File: config.mk
export PLATFORM = sky130hd
export DESIGN_NAME = ieee754_decompose_classify_core
export DESIGN_NICKNAME = d
export VERILOG_FILES = /design/src/fpdc_pkg.sv /design/src/fpdc_classify.sv /design/src/fpdc_strip.sv /design/src/ieee754_decompose_classify_core.sv
export SDC_FILE = /design/constraint.sdc
export NUM_CORES = 1
export LEC_CHECK = 0
export BUFFER_PORTS_ARGS = -buffer_cell sky130_fd_sc_hd__buf_2
export CORE_ASPECT_RATIO = 0.9
export CORE_MARGIN = 10
export CORE_UTILIZATION = 35
export DETAILED_ROUTE_END_ITERATION = 7
export PLACE_DENSITY = 0.58
export SLEW_MARGIN = 20
export SYNTH_ARGS = -nofsm -noshare
export SYNTH_HDL_FRONTEND = slang
export SYNTH_SLANG_ARGS = --single-unit
File: constraint.sdc
create_clock -name clk_i -period 21.9 [get_ports clk_i]
set_clock_uncertainty 0.15 [all_clocks]
set_input_delay 2.19 -clock clk_i [delete_from_list [all_inputs] [get_ports clk_i]]
set_output_delay 2.19 -clock clk_i [all_outputs]
set_load 0.01 [all_outputs]
File: src/fpdc_pkg.sv
package fpdc_pkg;

  localparam int unsigned SigWidth = 53;
  localparam int unsigned ExpWidth = 12;

  // fraction bits and exponent offsets per format
  localparam logic signed [ExpWidth-1:0] BiasDbl     = 12'sd1023;
  localparam logic signed [ExpWidth-1:0] BiasSgl     = 12'sd127;
  localparam logic signed [ExpWidth-1:0] NormOffsDbl = 12'sd1075;  // bias + fraction bits
  localparam logic signed [ExpWidth-1:0] NormOffsSgl = 12'sd150;
  localparam logic signed [ExpWidth-1:0] SubExpDbl   = -12'sd1074; // 1 - bias - fraction bits
  localparam logic signed [ExpWidth-1:0] SubExpSgl   = -12'sd149;

  localparam int unsigned ShiftWidth = 6;

  typedef enum logic [2:0] {
    CLS_NORMAL    = 3'd0,
    CLS_ZERO      = 3'd1,
    CLS_SUBNORMAL = 3'd2,
    CLS_INF       = 3'd3,
    CLS_NAN       = 3'd4
  } value_class_e;

  typedef struct packed {
    logic                       sign;
    value_class_e               value_class;
    logic [SigWidth-1:0]        significand;
    logic signed [ExpWidth-1:0] binary_exponent;
    logic                       strip;  // finite nonzero: trailing zeros to be removed
  } unpacked_t;

endpackage

File: src/fpdc_classify.sv
module fpdc_classify
  import fpdc_pkg::*;
(
  input  logic        op_i,
  input  logic [63:0] raw_bits_i,
  output unpacked_t   unp_o
);

  logic        sign;
  logic [10:0] efield;
  logic [51:0] frac;
  logic        exp_max;
  logic        exp_zero;
  logic        frac_zero;
  logic signed [ExpWidth-1:0] efield_s;

  always_comb begin
    if (op_i) begin
      sign    = raw_bits_i[63];
      efield  = raw_bits_i[62:52];
      frac    = raw_bits_i[51:0];
      exp_max = &raw_bits_i[62:52];
    end else begin
      sign    = raw_bits_i[31];
      efield  = {3'b000, raw_bits_i[30:23]};
      frac    = {29'd0, raw_bits_i[22:0]};
      exp_max = &raw_bits_i[30:23];
    end
  end

  assign exp_zero  = (efield == 11'd0);
  assign frac_zero = (frac == 52'd0);
  assign efield_s  = $signed({1'b0, efield});

  always_comb begin
    unp_o.sign = sign;
    unp_o.strip = 1'b0;
    if (exp_zero && frac_zero) begin
      unp_o.value_class     = CLS_ZERO;
      unp_o.significand     = '0;
      unp_o.binary_exponent = op_i ? -BiasDbl : -BiasSgl;
    end else if (exp_max) begin
      unp_o.value_class     = frac_zero ? CLS_INF : CLS_NAN;
      unp_o.significand     = {1'b0, frac};
      unp_o.binary_exponent = efield_s - (op_i ? BiasDbl : BiasSgl);
    end else if (exp_zero) begin
      unp_o.value_class     = CLS_SUBNORMAL;
      unp_o.significand     = {1'b0, frac};
      unp_o.binary_exponent = op_i ? SubExpDbl : SubExpSgl;
      unp_o.strip           = 1'b1;
    end else begin
      unp_o.value_class = CLS_NORMAL;
      // hidden bit sits just above the fraction field
      unp_o.significand = op_i ? {1'b1, frac} : {29'd0, 1'b1, frac[22:0]};
      unp_o.binary_exponent = efield_s - (op_i ? NormOffsDbl : NormOffsSgl);
      unp_o.strip           = 1'b1;
    end
  end

endmodule

File: src/fpdc_strip.sv
module fpdc_strip
  import fpdc_pkg::*;
(
  input  unpacked_t                  unp_i,
  output logic [SigWidth-1:0]        significand_o,
  output logic signed [ExpWidth-1:0] binary_exponent_o
);

  logic [SigWidth-1:0]   sig;
  logic [ShiftWidth-1:0] cnt;

  // binary search for trailing zeros, widest step first; input is nonzero when strip is set
  always_comb begin
    sig = unp_i.significand;
    cnt = '0;
    if (unp_i.strip) begin
      for (int k = ShiftWidth - 1; k >= 0; k--) begin
        if ((sig & ~({SigWidth{1'b1}} << (1 << k))) == '0) begin
          sig = sig >> (1 << k);
          cnt = cnt | ShiftWidth'(1 << k);
        end
      end
    end
  end

  assign significand_o     = sig;
  assign binary_exponent_o = unp_i.binary_exponent
                           + $signed({{(ExpWidth - ShiftWidth){1'b0}}, cnt});

endmodule

File: src/ieee754_decompose_classify_core.sv
// IEEE 754 binary32/binary64 unpack and classify. Each transfer on the slave side carries a raw
// bit pattern (tdata) and a format select in tuser (0 single precision in the low 32 bits,
// 1 double precision); each produces exactly one result transfer with the sign, the class
// (normal, zero, subnormal, infinity, NaN), an odd significand and a signed exponent so that
// value = (-1)^sign * significand * 2^exponent. For zero, infinity and NaN the raw fraction
// and the unbiased raw exponent are returned. One item per clock is sustained while the
// downstream side accepts. The input register is followed by the result register, with the
// classify and trailing-zero strip logic between them. While a result waits downstream, an
// empty input register still takes an item; input stalls once both registers hold an item.
module ieee754_decompose_classify_core
  import fpdc_pkg::*;
(
  input  logic        clk_i,
  input  logic        rst_ni,
  input  logic        s_axis_tvalid_i,
  output logic        s_axis_tready_o,
  input  logic [63:0] s_axis_tdata_i,  // raw_bits
  input  logic        s_axis_tuser_i,  // op
  output logic        m_axis_tvalid_o,
  input  logic        m_axis_tready_i,
  output logic [71:0] m_axis_tdata_o,  // sign, significand, binary_exponent, zero fill
  output logic [2:0]  m_axis_tuser_o   // value_class
);

  logic        in_valid_q;
  logic        op_q;
  logic [63:0] raw_q;
  logic        out_valid_q;
  logic        sign_q;
  logic [2:0]  cls_q;
  logic [SigWidth-1:0]        sig_q;
  logic signed [ExpWidth-1:0] exp_q;

  logic        out_ready;
  logic        in_ready;
  unpacked_t   unp;
  logic [SigWidth-1:0]        sig_d;
  logic signed [ExpWidth-1:0] exp_d;

  assign out_ready       = !out_valid_q || m_axis_tready_i;
  assign in_ready        = !in_valid_q || out_ready;
  assign s_axis_tready_o = in_ready;

  fpdc_classify u_classify (
    .op_i       (op_q),
    .raw_bits_i (raw_q),
    .unp_o      (unp)
  );

  fpdc_strip u_strip (
    .unp_i             (unp),
    .significand_o     (sig_d),
    .binary_exponent_o (exp_d)
  );

  always_ff @(posedge clk_i or negedge rst_ni) begin
    if (!rst_ni) begin
      in_valid_q  <= 1'b0;
      out_valid_q <= 1'b0;
    end else begin
      if (in_ready) begin
        in_valid_q <= s_axis_tvalid_i;
      end
      if (out_ready) begin
        out_valid_q <= in_valid_q;
      end
    end
  end

  always_ff @(posedge clk_i) begin
    if (in_ready && s_axis_tvalid_i) begin
      op_q  <= s_axis_tuser_i;
      raw_q <= s_axis_tdata_i;
    end
    if (out_ready && in_valid_q) begin
      sign_q <= unp.sign;
      cls_q  <= unp.value_class;
      sig_q  <= sig_d;
      exp_q  <= exp_d;
    end
  end

  assign m_axis_tvalid_o = out_valid_q;
  assign m_axis_tuser_o  = cls_q;
  assign m_axis_tdata_o  = {6'd0, exp_q, sig_q, sign_q};

endmodule
# [Word-level counts from Yosys, hierarchy flattened]
# Index checks and enable logic that the tools add are counted.
[classes] mux=34 addsub=3 n_reduce_logical=17
[ops] op="2-to-1 mux 53 bit" n=13
[ops] op="zero test 53 bit" n=6
[ops] op="2-to-1 mux 68 bit" n=2
[ops] op="2-to-1 mux 65 bit" n=1
[ops] op="zero test 52 bit" n=1
[ops] op="2-to-1 mux 52 bit" n=1
[ops] op="2-to-1 mux 11 bit" n=3
[ops] op="subtractor 12 bit" n=2
[ops] op="2-to-1 mux 10 bit" n=2
[ops] op="adder 12 x 7 -> 12 bit" n=1
[ops] op="2-to-1 mux 6 bit" n=2
[ops] op="zero test 11 bit" n=1
[ops] op="AND reduction 11 bit" n=1
[ops] op="AND reduction 8 bit" n=1
[ops] op="2-to-1 mux 3 bit" n=2
[ops] op="2-to-1 mux 1 bit" n=5
[ops] op="2-to-1 mux 5 bit" n=1
[ops] op="2-to-1 mux 4 bit" n=1
[ops] op="logical AND 1 bit" n=3
[ops] op="zero test 1 bit" n=2
[ops] op="logical OR 1 bit" n=2
[ops] op="2-to-1 mux 2 bit" n=1
[word_totals] regBits=136 in_bits=69

# [Depth between registers and ports, before layout]
# Gate-level depths: netlist (run 1).
[logic_depth] ltp_word=24 ltp_mapped=36

# [By module]
# Synthesis (run 1) repeated with hierarchy kept, for this count alone.
[hier_totals] hier_cells=1004 hier_area_um2=10112.2
[by_module_without_submodules] mod="fpdc_strip" cells_each=631 area_per_inst_um2=4584.4 instances=1
[by_module_without_submodules] mod="ieee754_decompose_classify_core" cells_each=150 area_per_inst_um2=4184.0 instances=1
[by_module_without_submodules] mod="fpdc_classify" cells_each=223 area_per_inst_um2=1343.8 instances=1

# [Worst setup path after synthesis (run 1)]
# OpenSTA, ideal clock, no wires.
[synth_path] path_kind="register -> register" startpoint="register op_q" endpoint="register exp_q[10], data pin" path_slack_ns=14.039 path_stages_with_launch=36 t_arrival_ns=7.445 setup_time_ns=0.266 path_cell_list="edfxtp_1 > buf_2 > buf_2 > buf_1 > clkbuf_1 > buf_1 > buf_1 > buf_2 > buf_1 > clkbuf_1 > mux2i_1 > ha_1 > nor4bb_1 > nand4_1 > a221o_1 > buf_2 > a32oi_2 > a21oi_2 > o311ai_1 > o32a_1 > o211ai_2 > or2_1 > buf_4 > inv_2 > buf_2 > ha_1 > inv_1 > fa_1 > inv_1 > a21oi_1 > o21ai_0 > a21o_1 > a21oi_1 > nand3b_1 > nor3_1 > xor2_1"
[synth_via] elab_chain_len=24 word_cells_on_any_way=42 cone_classes="3 x add/sub; 30 x mux; 9 x reduce/logical"
[synth_rtl] item="start: declaration" line_no="ieee754_decompose_classify_core.sv:26" text="logic op_q;"
[synth_rtl] item="start signal: assignment" line_no="ieee754_decompose_classify_core.sv:72" text="op_q <= s_axis_tuser_i;"
[synth_rtl] item="2-to-1 mux 11 bit or 2-to-1 mux 52 bit (tied branches)" line_no="fpdc_classify.sv:18" text="if (op_i) begin"
[synth_rtl] item="zero test 11 bit or 2-to-1 mux 53 bit (tied branches)" line_no="fpdc_classify.sv:31, fpdc_classify.sv:54"
[synth_rtl] item="2-to-1 mux 68 bit" line_no="fpdc_classify.sv:46" text="end else if (exp_zero) begin"
[synth_rtl] item="2-to-1 mux 68 bit" line_no="fpdc_classify.sv:42" text="end else if (exp_max) begin"
[synth_rtl] item="2-to-1 mux 65 bit" line_no="fpdc_classify.sv:38" text="if (exp_zero && frac_zero) begin"
[synth_rtl] item="zero test 53 bit" line_no="fpdc_strip.sv:18" text="if ((sig & ~({SigWidth{1'b1}} << (1 << k))) == '0) begin"
[synth_rtl] item="2-to-1 mux 53 bit" line_no="fpdc_strip.sv:18"
[synth_rtl] item="2-to-1 mux 53 bit" line_no="fpdc_strip.sv:16" text="if (unp_i.strip) begin"
[synth_rtl] item="[... 9 more ...]"
[synth_rtl] item="zero test 53 bit" line_no="fpdc_strip.sv:18"
[synth_rtl] item="2-to-1 mux 53 bit" line_no="fpdc_strip.sv:18"
[synth_rtl] item="2-to-1 mux 53 bit" line_no="fpdc_strip.sv:16"
[synth_rtl] item="zero test 53 bit" line_no="fpdc_strip.sv:18"
[synth_rtl] item="2-to-1 mux 1 bit" line_no="fpdc_strip.sv:18"
[synth_rtl] item="2-to-1 mux 6 bit" line_no="fpdc_strip.sv:16"
[synth_rtl] item="adder 12 x 7 -> 12 bit *" line_no="fpdc_strip.sv:28" text="+ $signed({{(ExpWidth - ShiftWidth){1'b0}}, cnt});"
[synth_rtl] item="via exp_d[10]" line_no="ieee754_decompose_classify_core.sv:38" text="logic signed [ExpWidth-1:0] exp_d;"
[synth_rtl] item="end signal: assignment" line_no="ieee754_decompose_classify_core.sv:79" text="exp_q <= exp_d;"
[synth_rtl] item="end: declaration" line_no="ieee754_decompose_classify_core.sv:32" text="logic signed [ExpWidth-1:0] exp_q;"
# Mark *: on every way through the listed nets, which the timed path passes. The rest lies on a longest branch. The select of a mux whose other input is x is not followed.
# A chain may end at the register's enable or synchronous reset.

# [Final worst setup path (run 1)]
# Ends and elaborated chain as after synthesis.

==> results of run 1 <==
power breakdown:
group | switching (mW) | internal, mW
Sequential | 0.0180 | 0.317
Combinational | 0.0975 | 0.0565
Clock | 0.124 | 0.159
metrics by stage:
stage / hold slack [ps] / utilization / std cells
2_1_floorplan: 299 / - / 996
3_3_place_gp: 317 / 0.389 / 1432
3_5_place_dp: 328 / 0.389 / 1432
4_1_cts: 344 / 0.410 / 1464
5_1_grt: 377 / 0.410 / 1464
6_report: 333 / 0.410 / 1464
registers in the layout (all words and copies together), names as in the netlist:
register and flops:
raw_q 64, sig_q 53, exp_q 12, m_axis_tuser_o 3, in_valid_q 1, m_axis_tvalid_o 1
op_q 1, sign_q 1
cell usage after synthesis (18+ instances only):
cell type and count:
a21oi_1 67, mux2i_1 67, nor3_1 30, mux2_2 25
buf_2 25, nor2_1 81, nor4_1 18, nand2_1 82
nand3_1 32, o21ai_0 73, edfxtp_1 134, a22oi_1 22
clkbuf_1 36
worst register-to-register path, delay by kind of cell (launching register included):
family                     cells  cell delay [ps]
muxes                          1              440
DFF                            1              330
buffers and inverters          6             1480
adders and majority gates      3              650
AOI/OAI and AO/OA              9             2590
xor gates and xnor gates       1              150
and+or+nand+nor                6             1690
cell type report:
class / count / area (um^2) / share of cell area
Clock buffer: 18 / 429 / 0.0390
Inverter: 16 / 60.1 / 0.00546
Sequential cell: 136 / 4070 / 0.371
Clock inverter: 14 / 138 / 0.0125
Tap cell: 354 / 443 / 0.0403
Multi-Input combinational cell: 765 / 4990 / 0.454
Timing Repair Buffer: 161 / 861 / 0.0783
kinds of logic (layout without fill, tap and decap cells):
| kind of cell | count (synthesis) | count (layout) | share of synthesized area |
|---|---|---|---|
| adders and majority gates | 11 | 11 | 0.0153 |
| muxes | 93 | 93 | 0.102 |
| other | 1 | 6 | 0.000396 |
| AOI/OAI and AO/OA | 326 | 326 | 0.229 |
| DFF | 136 | 136 | 0.431 |
| xor gates and xnor gates | 19 | 19 | 0.0176 |
| and+or+nand+nor | 310 | 310 | 0.159 |
| buffers and inverters | 95 | 209 | 0.0465 |
per-layer routing:
metal / vias up / wire (um) / GRT usage / share of wire
li1: 4031 / - / - / -
met1: 4339 / 17900 / 0.318 / 0.46
met2: 543 / 16400 / 0.320 / 0.42
met3: 82 / 3470 / 0.0396 / 0.089
met4: 0 / 1030 / 0.0746 / 0.027
met5: - / 0 / 0 / 0
worst max-delay path by stage:
stage,from,end,slack (ps),cells past startpoint
2_1_floorplan,op_q,exp_q[10],14040,35
3_3_place_gp,op_q,exp_q[10],14600,26
3_5_place_dp,op_q,exp_q[10],14260,26
4_1_cts,op_q,exp_q[10],14240,26
5_1_grt,op_q,exp_q[10],13540,26
6_report,op_q,exp_q[10],14150,26
==> results.md, run 1 <==
- Status: finished, final reports clean
- Startpoint Class: flip-flop
- Worst slew margin: 0.352
- CTS buffer count: 17
- Initial cell density of the core: 0.353
- Final WS setup: 14150 ps
- Slowest CP cell: buf_4
- Worst-Margin Slew: ~970 ps
- Worst VDD drop: 53.3 uV
- Setup TNS: 0 ps
- Design Area, Final: 11000 um^2
- Worst skew pair latency: 430 ps
- Post-synth top area share: 0.425
- Setup crit end kind: flip-flop
- Pre-antenna DRT Iters: 6
- CTS tree: built
- Num ports: around 150
- Post-synth top flop: edfxtp_1
- Filler cell count: 2737
- Synth warnings: 0
- Hold WC Path Type: flip-flop to flip-flop
- Ant. Diodes: 0
- R2r endpoint: exp_q[10]
- Worst slack, placed: 14260 ps
- Routability cong.: 1.02
- Reg2Reg Launch Point: op_q
- Power density over the cells: about 70 nW/um^2
- Post-layout min period: 7750 ps
- Final period utilization: 0.354
- WHS Endpoint: m_axis_tvalid_o
- CTS clock-pin slew for the worst setup and hold paths: 60 ps
- Crit path DAT: 7780 ps
- Critical path's top delay family: compound AO/OA/AOI/OAI gates
- Quantity of gates resized following cts: 0
- PortBufs: 139
- Seq/Total Area, Yosys: 0.431
- Commonest non-fill, non-tap cell in the layout: buf_2
- Post-synth EDFFs: 134
- Slew Limit Fails: 0
- Post-CTS setup buffer count: 0
- Vias post-DR: 8995
- RSZ-0062 raised after global routing: no
- Final hold violation count: 0
- Placeable core area: approximately 27000 um^2
- Synth cell types: 80
- Routed wire length: 38900 um
- P_leak: 4.27 nW
- Residual DRC count: 0
- CP required: ~22000 ps
- Min-Delay Startpoint: in_valid_q
- Clock Path Buffers: 2
- Post-CTS Hold Fix Bufs: 0
- Synthesized flop and latch total: 136
- # rows: 57
- Setup Viol. Count Final: 0
- Clk sink count: 136
- Share of cells above drive strength 1: 0.217
- First-pass GRT wire length: 57500 um
- Drt via density: roughly 6
- Gate count of the mapped netlist: 991
- Leading post-synthesis cells by cell area: edfxtp_1 43%, mux2i_1 7.1%, o21ai_0 3.9%
- Post-DR wirelength/cell: approximately 27 um
- Die X: 193 um
- MaxCap Viol Count: 0
- Worst Reg-to-Reg Cells: 26
- Antenna viol nets, final: 0
- Max Clk Rate: 0.129 GHz
- CTS root buffer: clkbuf_16
- Vias in the first global route: roughly 8600
- Cell Area, Placed: 10400 um^2
- GRT Residual Overflow: 0
- Total power: between 0.7 and 0.8 mW
- Initial antenna violation count: 0
- Area grow syn2layout: 16.2%
- R2R Setup Slk: 14150 ps
- Type of the worst setup path: flip-flop to flip-flop
- Worst Hold Depth: 1
- Nets@finish: 1177
- FFs w/ async S/R, synth: 0.0147
- Post-Syn Area: about 9500 um^2
- Die Area: ~34000 um^2
- Largest net degree at the start of global routing: 89
- Mean Syn Cell Area: approximately 9.5 um^2
- CP max FO: 88
- CP bufs+invs: 6
- Most frequent cells in the layout: 139 x buf_2, 134 x edfxtp_1, 82 x nand2_1
- Final HPWL DP: a little under 30000 um
- Largest stage delay, worst path: 680 ps
- DIE HEIGHT: 176 um
- Initial DRC count: 1194
- Crit path top cell by count: inv_1
- Yosys top cell by area: edfxtp_1
- H-tree depth: 4
- Total track usage: 0.219
(Power assumes the default switching activity.)
==> inputs of run 2 (changes only) <==
Settings changed: PLACE_DENSITY 0.58 to 0.6.
Clock period 21.9 ns to 6.2 ns, I/O delays scaled along.
==> results.md, run 2 (synthesis gave the netlist of run 1 again) <==
- Status: finished, final reports clean
- Startpoint Class: flip-flop
- Largest net degree at the start of global routing: 70
- Slowest CP cell: edfxtp_1
- Post-layout min period: 5640 ps
- Pre-antenna DRT Iters: 6
- Crit path top cell by count: a21o_1
- Clock Path Buffers: 2
- Seq pwr share: 0.433
- CP bufs+invs: 4
- CTS root buffer: clkbuf_16
- Biggest register: raw_q
- Power density over the cells: 243 nW/um^2
- Type of the worst setup path: flip-flop to flip-flop
- Switching share of total power: 0.320
- Vias post-DR: 9068
- CTS tree: built
- Most frequent cells in the layout: 139 x buf_2, 134 x edfxtp_1, 82 x nand2_1
- Post-CTS setup buffer count: 0
- Slew Limit Fails: 0
- Setup TNS: 0 ps
- CTS clock-pin slew for the worst setup and hold paths: roughly 70 ps
- Routed wire length: 40200 um
- Max Clk Rate: about 0.18 GHz
- Critical path's top delay family: simple AND/OR/NAND/NOR gates
- Antenna viol nets, final: 0
- Final period utilization: 0.909
- GRT Residual Overflow: 0
- Drt via density: 6.09
- Total track usage: 0.227
- Clock power frac: 0.360
- Vias in the first global route: 8876
- Setup Viol. Count Final: 0
- Clk sink count: 136
- Hold WC Path Type: input port to flip-flop
- Met2 WL: 17500 um
- Largest stage delay, worst path: 580 ps
- Wire length on met3: between 3000 and 4000 um
- Min-Delay Startpoint: s_axis_tdata_i[0]
- Post-CTS Hold Fix Bufs: 1
- Nets@finish: 1201
- Wire length on met1: 17500 um
- Worst skew pair latency: around 440 ps
- Num ports: around 150
- Worst VDD drop: 139 uV
- First-pass GRT wire length: between 50000 and 60000 um
- Top flop regs: raw_q x64, sig_q x53, exp_q x12
- Worst slack, placed: 618 ps
- Residual DRC count: 0
- PortBufs: 139
- Crit path DAT: roughly 5700 ps
- Die Area: 34000 um^2
- Max reg flops: 64
- Commonest non-fill, non-tap cell in the layout: buf_2
- Initial DRC count: 1072
- CTS buffer count: 17
- MaxCap Viol Count: 0
- Area grow syn2layout: 18.9%
- Routability cong.: 1.02
- Die X: approximately 190 um
- CP max FO: 14
- Final WS setup: ~560 ps
- Quantity of gates resized following cts: 0
- Combinational share of power: 0.207
- P_leak: 4.42 nW
- Share of cells above drive strength 1: 0.239
- # rows: 57
- Initial antenna violation count: 0
- CP required: 6230 ps
- RSZ-0062 raised after global routing: no
- Setup crit end kind: flip-flop
- Final HPWL DP: 30500 um
- Post-DR wirelength/cell: 27.0 um
- Max layer used: met4
- P_sw: approximately 0.87 mW
- Initial cell density of the core: 0.353
- Int Pwr: roughly 1.9 mW
- Final hold violation count: 0
- Reg2Reg Launch Point: raw_q[0]
- Worst slew margin: 0.386
- Worst-Margin Slew: ~900 ps
- CP Launch Point: raw_q[0]
- Placeable core area: 26800 um^2
- DIE HEIGHT: 176 um
- H-tree depth: 4
- CP Cell Sequence: nor4_1 -> nand4_1 -> buf_4 -> nor4_2 -> a32oi_4 -> a21o_1 -> a31oi_1 -> o32a_1 -> o211ai_2 -> or2_1 -> inv_4 -> ha_4 -> inv_2 -> fa_2 -> inv_1 -> a21oi_1 -> o21ai_1 -> a21o_1 -> a21oi_2 -> nand3b_1 -> nor3_2 -> xor2_1
- Ant. Diodes: 0
## run 2: power groups by stage
stage                     clock network, mW  registers, mW  logic (mW)
after global routing                   1.04           1.19       0.614
after global placement                    0           1.20       0.565
final                                 0.981           1.18       0.566
after detailed placement                  0           1.20       0.557
after CTS                             0.999           1.18       0.560
after floorplan                           0           1.20       0.334
## run 2: metal layers
layer,vias up,global-route usage
met2,501,0.339
met4,0,0.0875
met1,4401,0.308
met5,-,0
met3,78,0.0616
li1,4088,-
## run 2: worst paths after layout
path,endpoint,slack (ps),cells past startpoint
max in group asynchronous,in_valid_q,5470,2
min in group asynchronous,m_axis_tvalid_o,340,2
max reg2reg,exp_q[10],560,22
max,exp_q[10],560,22
min reg2reg,m_axis_tvalid_o,340,1
min,raw_q[0],190,1
## run 2: area by class of cell
| cell class | instances | area [um^2] |
|---|---|---|
| tap | 354 | 443 |
| clock buffer | 17 | 425 |
| sequential | 136 | 4070 |
| timing repair buffer | 185 | 1060 |
| multi-input combinational | 765 | 5050 |
| inverter | 16 | 62.6 |
| fill | 2731 | 15600 |
| clock inverter | 15 | 135 |
## run 2: worst register-to-register path, stage by stage, from the launching register on
cell and delay (ps):
edfxtp_1 580, nor4_1 510, nand4_1 320, buf_4 330, nor4_2 390, a32oi_4 130, a21o_1 290, a31oi_1 370
o32a_1 270, o211ai_2 100, or2_1 300, inv_4 90, ha_4 130, inv_2 30, fa_2 340, inv_1 60
a21oi_1 50, o21ai_1 200, a21o_1 160, a21oi_2 60, nand3b_1 210, nor3_2 220, xor2_1 80
## run 2: through the flow
step                 util  hold slack, ps  power (mW)  area (um^2)  cells
floorplan               -             174        1.54         9650    996
global placement    0.398             258        1.76        10700   1455
detailed placement  0.398             258        1.76        10700   1455
CTS                 0.420             185        2.74        11300   1488
global route        0.420             183        2.84        11300   1488
finish              0.420             194        2.73        11300   1488
==> inputs of run 3 (changes only) <==
Settings changed: PLACE_DENSITY 0.6 to 0.59, SYNTH_HIERARCHICAL set to 1.
==> results.md, run 3 <==
- Residual DRC count: 0
- Crit path DAT: 5900 ps
- Hold WC Path Type: input port to flip-flop
- Ant. Diodes: 0
- Final period utilization: 0.946
- WHS Endpoint: raw_q[61]
- Worst-Margin Slew: 874 ps
- Worst skew pair latency: 450 ps
- Startpoint Class: flip-flop
- Pre-antenna DRT Iters: 6
- Most frequent cells in the layout: 139 x buf_2, 134 x edfxtp_1, 119 x mux2i_1
- CTS clock-pin slew for the worst setup and hold paths: approximately 70 ps
- Area grow syn2layout: 18.6%
- Routed wire length: approximately 35000 um
- Drt via density: 5.72
- Total track usage: 0.192
- Filler cell count: approximately 2700
- Yosys top cell by area: edfxtp_1
- Final hold violation count: 0
- Share of cells above drive strength 1: 0.280
- Max Clk Rate: about 0.17 GHz
- Largest net degree at the start of global routing: between 60 and 70
- Reg area: 4070 um^2
- Setup Viol. Count Final: 0
- R2R Setup Slk: 330 ps
- Synthesized flop and latch total: 136
- PortBufs: 139
- Worst Hold Depth: 1
- Footprint of the multi-input gates: 5600 um^2
- Worst Reg-to-Reg Cells: 27
- Num ports: between 100 and 150
- Antenna viol nets, final: 0
- Worst slew margin: 0.417
- Initial antenna violation count: 0
- R2r endpoint: exp_q[8]
- Largest stage delay, worst path: 520 ps
- CP max FO: 12
- CTS buffer count: 17
- Vias in the first global route: 8405
- Final HPWL DP: 26900 um
- Power density over the cells: 238 nW/um^2
- Top flop regs: raw_q x64, sig_q x53, exp_q x12
- CTS tree: built
- RSZ-0062 raised after global routing: no
- Most frequent cell after synthesis: edfxtp_1
- Status: finished, final reports clean
- Reg2Reg Launch Point: op_q
- DIE HEIGHT: ~180 um
- Routability cong.: 0.959
- Setup crit end kind: flip-flop
- Post-DR wirelength/cell: 23.3 um
- Mean Syn Cell Area: approximately 10 um^2
- Die X: around 200 um
- Setup TNS: 0 ps
- Post-synth top cells: 134 x edfxtp_1, 120 x mux2i_1, 80 x a21oi_1
- CTS root buffer: clkbuf_16
- # rows: 58
- Clock Path Buffers: 2
- Commonest non-fill, non-tap cell in the layout: buf_2
- Total power: 2.85 mW
- Synth warnings: 6
- Biggest register: raw_q
- Worst VDD drop: 218 uV
- Placeable core area: ~28000 um^2
- CP required: 6230 ps
- Die Area: between 30000 and 40000 um^2
- Initial DRC count: just over 800
- MaxCap Viol Count: 0
- Min-Delay Startpoint: s_axis_tdata_i[61]
- Vias post-DR: 8553
- Post-synth top flop: edfxtp_1
- Slew Limit Fails: 0
- Cell Count, Final, Fillers Out: 1496
- Clk sink count: between 100 and 150
- Post-synth top area share: 0.398
- H-tree depth: 4
- Post-Syn Area: 10100 um^2
- Post-layout min period: between 5000 and 6000 ps
- First-pass GRT wire length: 52800 um
- Max reg flops: 64
- Initial cell density of the core: 0.358
- Layout Utilization: 0.425
- Leading post-synthesis cells by cell area: edfxtp_1 40%, mux2i_1 12%, a21oi_1 4.0%
- Nets@finish: 1205
- Gate count of the mapped netlist: 1004
- CP bufs+invs: 6
- FFs w/ async S/R, synth: 0.0147
- P_leak: 4.80 nW
- Synth cell types: 91
- Post-synth EDFFs: 134
- Critical path's top delay family: compound AO/OA/AOI/OAI gates
- Seq/Total Area, Yosys: 0.403
- Type of the worst setup path: flip-flop to flip-flop
- GRT Residual Overflow: 0
- Inst Count DP: 1460
- Slowest CP cell: edfxtp_1
[run 3: layer usage]
metal / wire (um) / global-route usage
met1: 16600 / 0.280
met2: 14700 / 0.267
met5: 0 / 0
met3: 2830 / 0.0451
met4: 672 / 0.0647
[run 3: power breakdown]
part | switching, mW | total [mW] | internal [mW]
Combinational | 0.362 | 0.610 | 0.248
Clock | 0.423 | 1.06 | 0.635
Sequential | 0.0576 | 1.18 | 1.12
[run 3: logic make-up after synthesis]
logic type,synth area share
AOI/OAI and AO/OA,0.162
xor gates and xnor gates,0.0156
adders and majority gates,0.0168
buffers and inverters,0.0600
DFF,0.403
muxes,0.168
other,0.000371
and+or+nand+nor,0.174
[run 3: timing repair]
| action | 4_1_cts | 5_1_grt |
|---|---|---|
| hold endpoints to repair | 2 | 0 |
| endpoints found under the setup margin | 0 | 5 |
| gates resized for setup | 0 | 5 |
| buffers inserted | 0 | 2 |
| hold buffers | 1 | 0 |
[run 3: worst max path at each step]
| stage | cells past startpoint | to | slack, ps | startpoint |
|---|---|---|---|---|
| 3_3_place_gp | 28 | exp_q[10] | 280 | op_q |
| 4_1_cts | 28 | exp_q[8] | 100 | op_q |
| 2_1_floorplan | 34 | exp_q[9] | -110 | op_q |
| 3_5_place_dp | 28 | exp_q[10] | 130 | op_q |
| 6_report | 27 | exp_q[8] | 330 | op_q |
| 5_1_grt | 26 | exp_q[10] | 70 | op_q |
[run 3: area by class of cell]
type	instances	share of cell area
clock buffers	18	0.0358
clock inverters	14	0.0142
well taps	360	0.0376
repair buffers	195	0.0968
inverters	27	0.00866
multi-input cells	746	0.467
flip-flops and latches	136	0.340
[run 3: stage by stage]
step / hold slack, ps / instance area, um^2 / worst slack, ps
floorplan: 174 / 10300 / -106
global placement: 255 / 11300 / 277
detailed placement: 257 / 11300 / 125
CTS: 172 / 11900 / 105
global route: 181 / 12000 / 67.0
finish: 190 / 12000 / 333
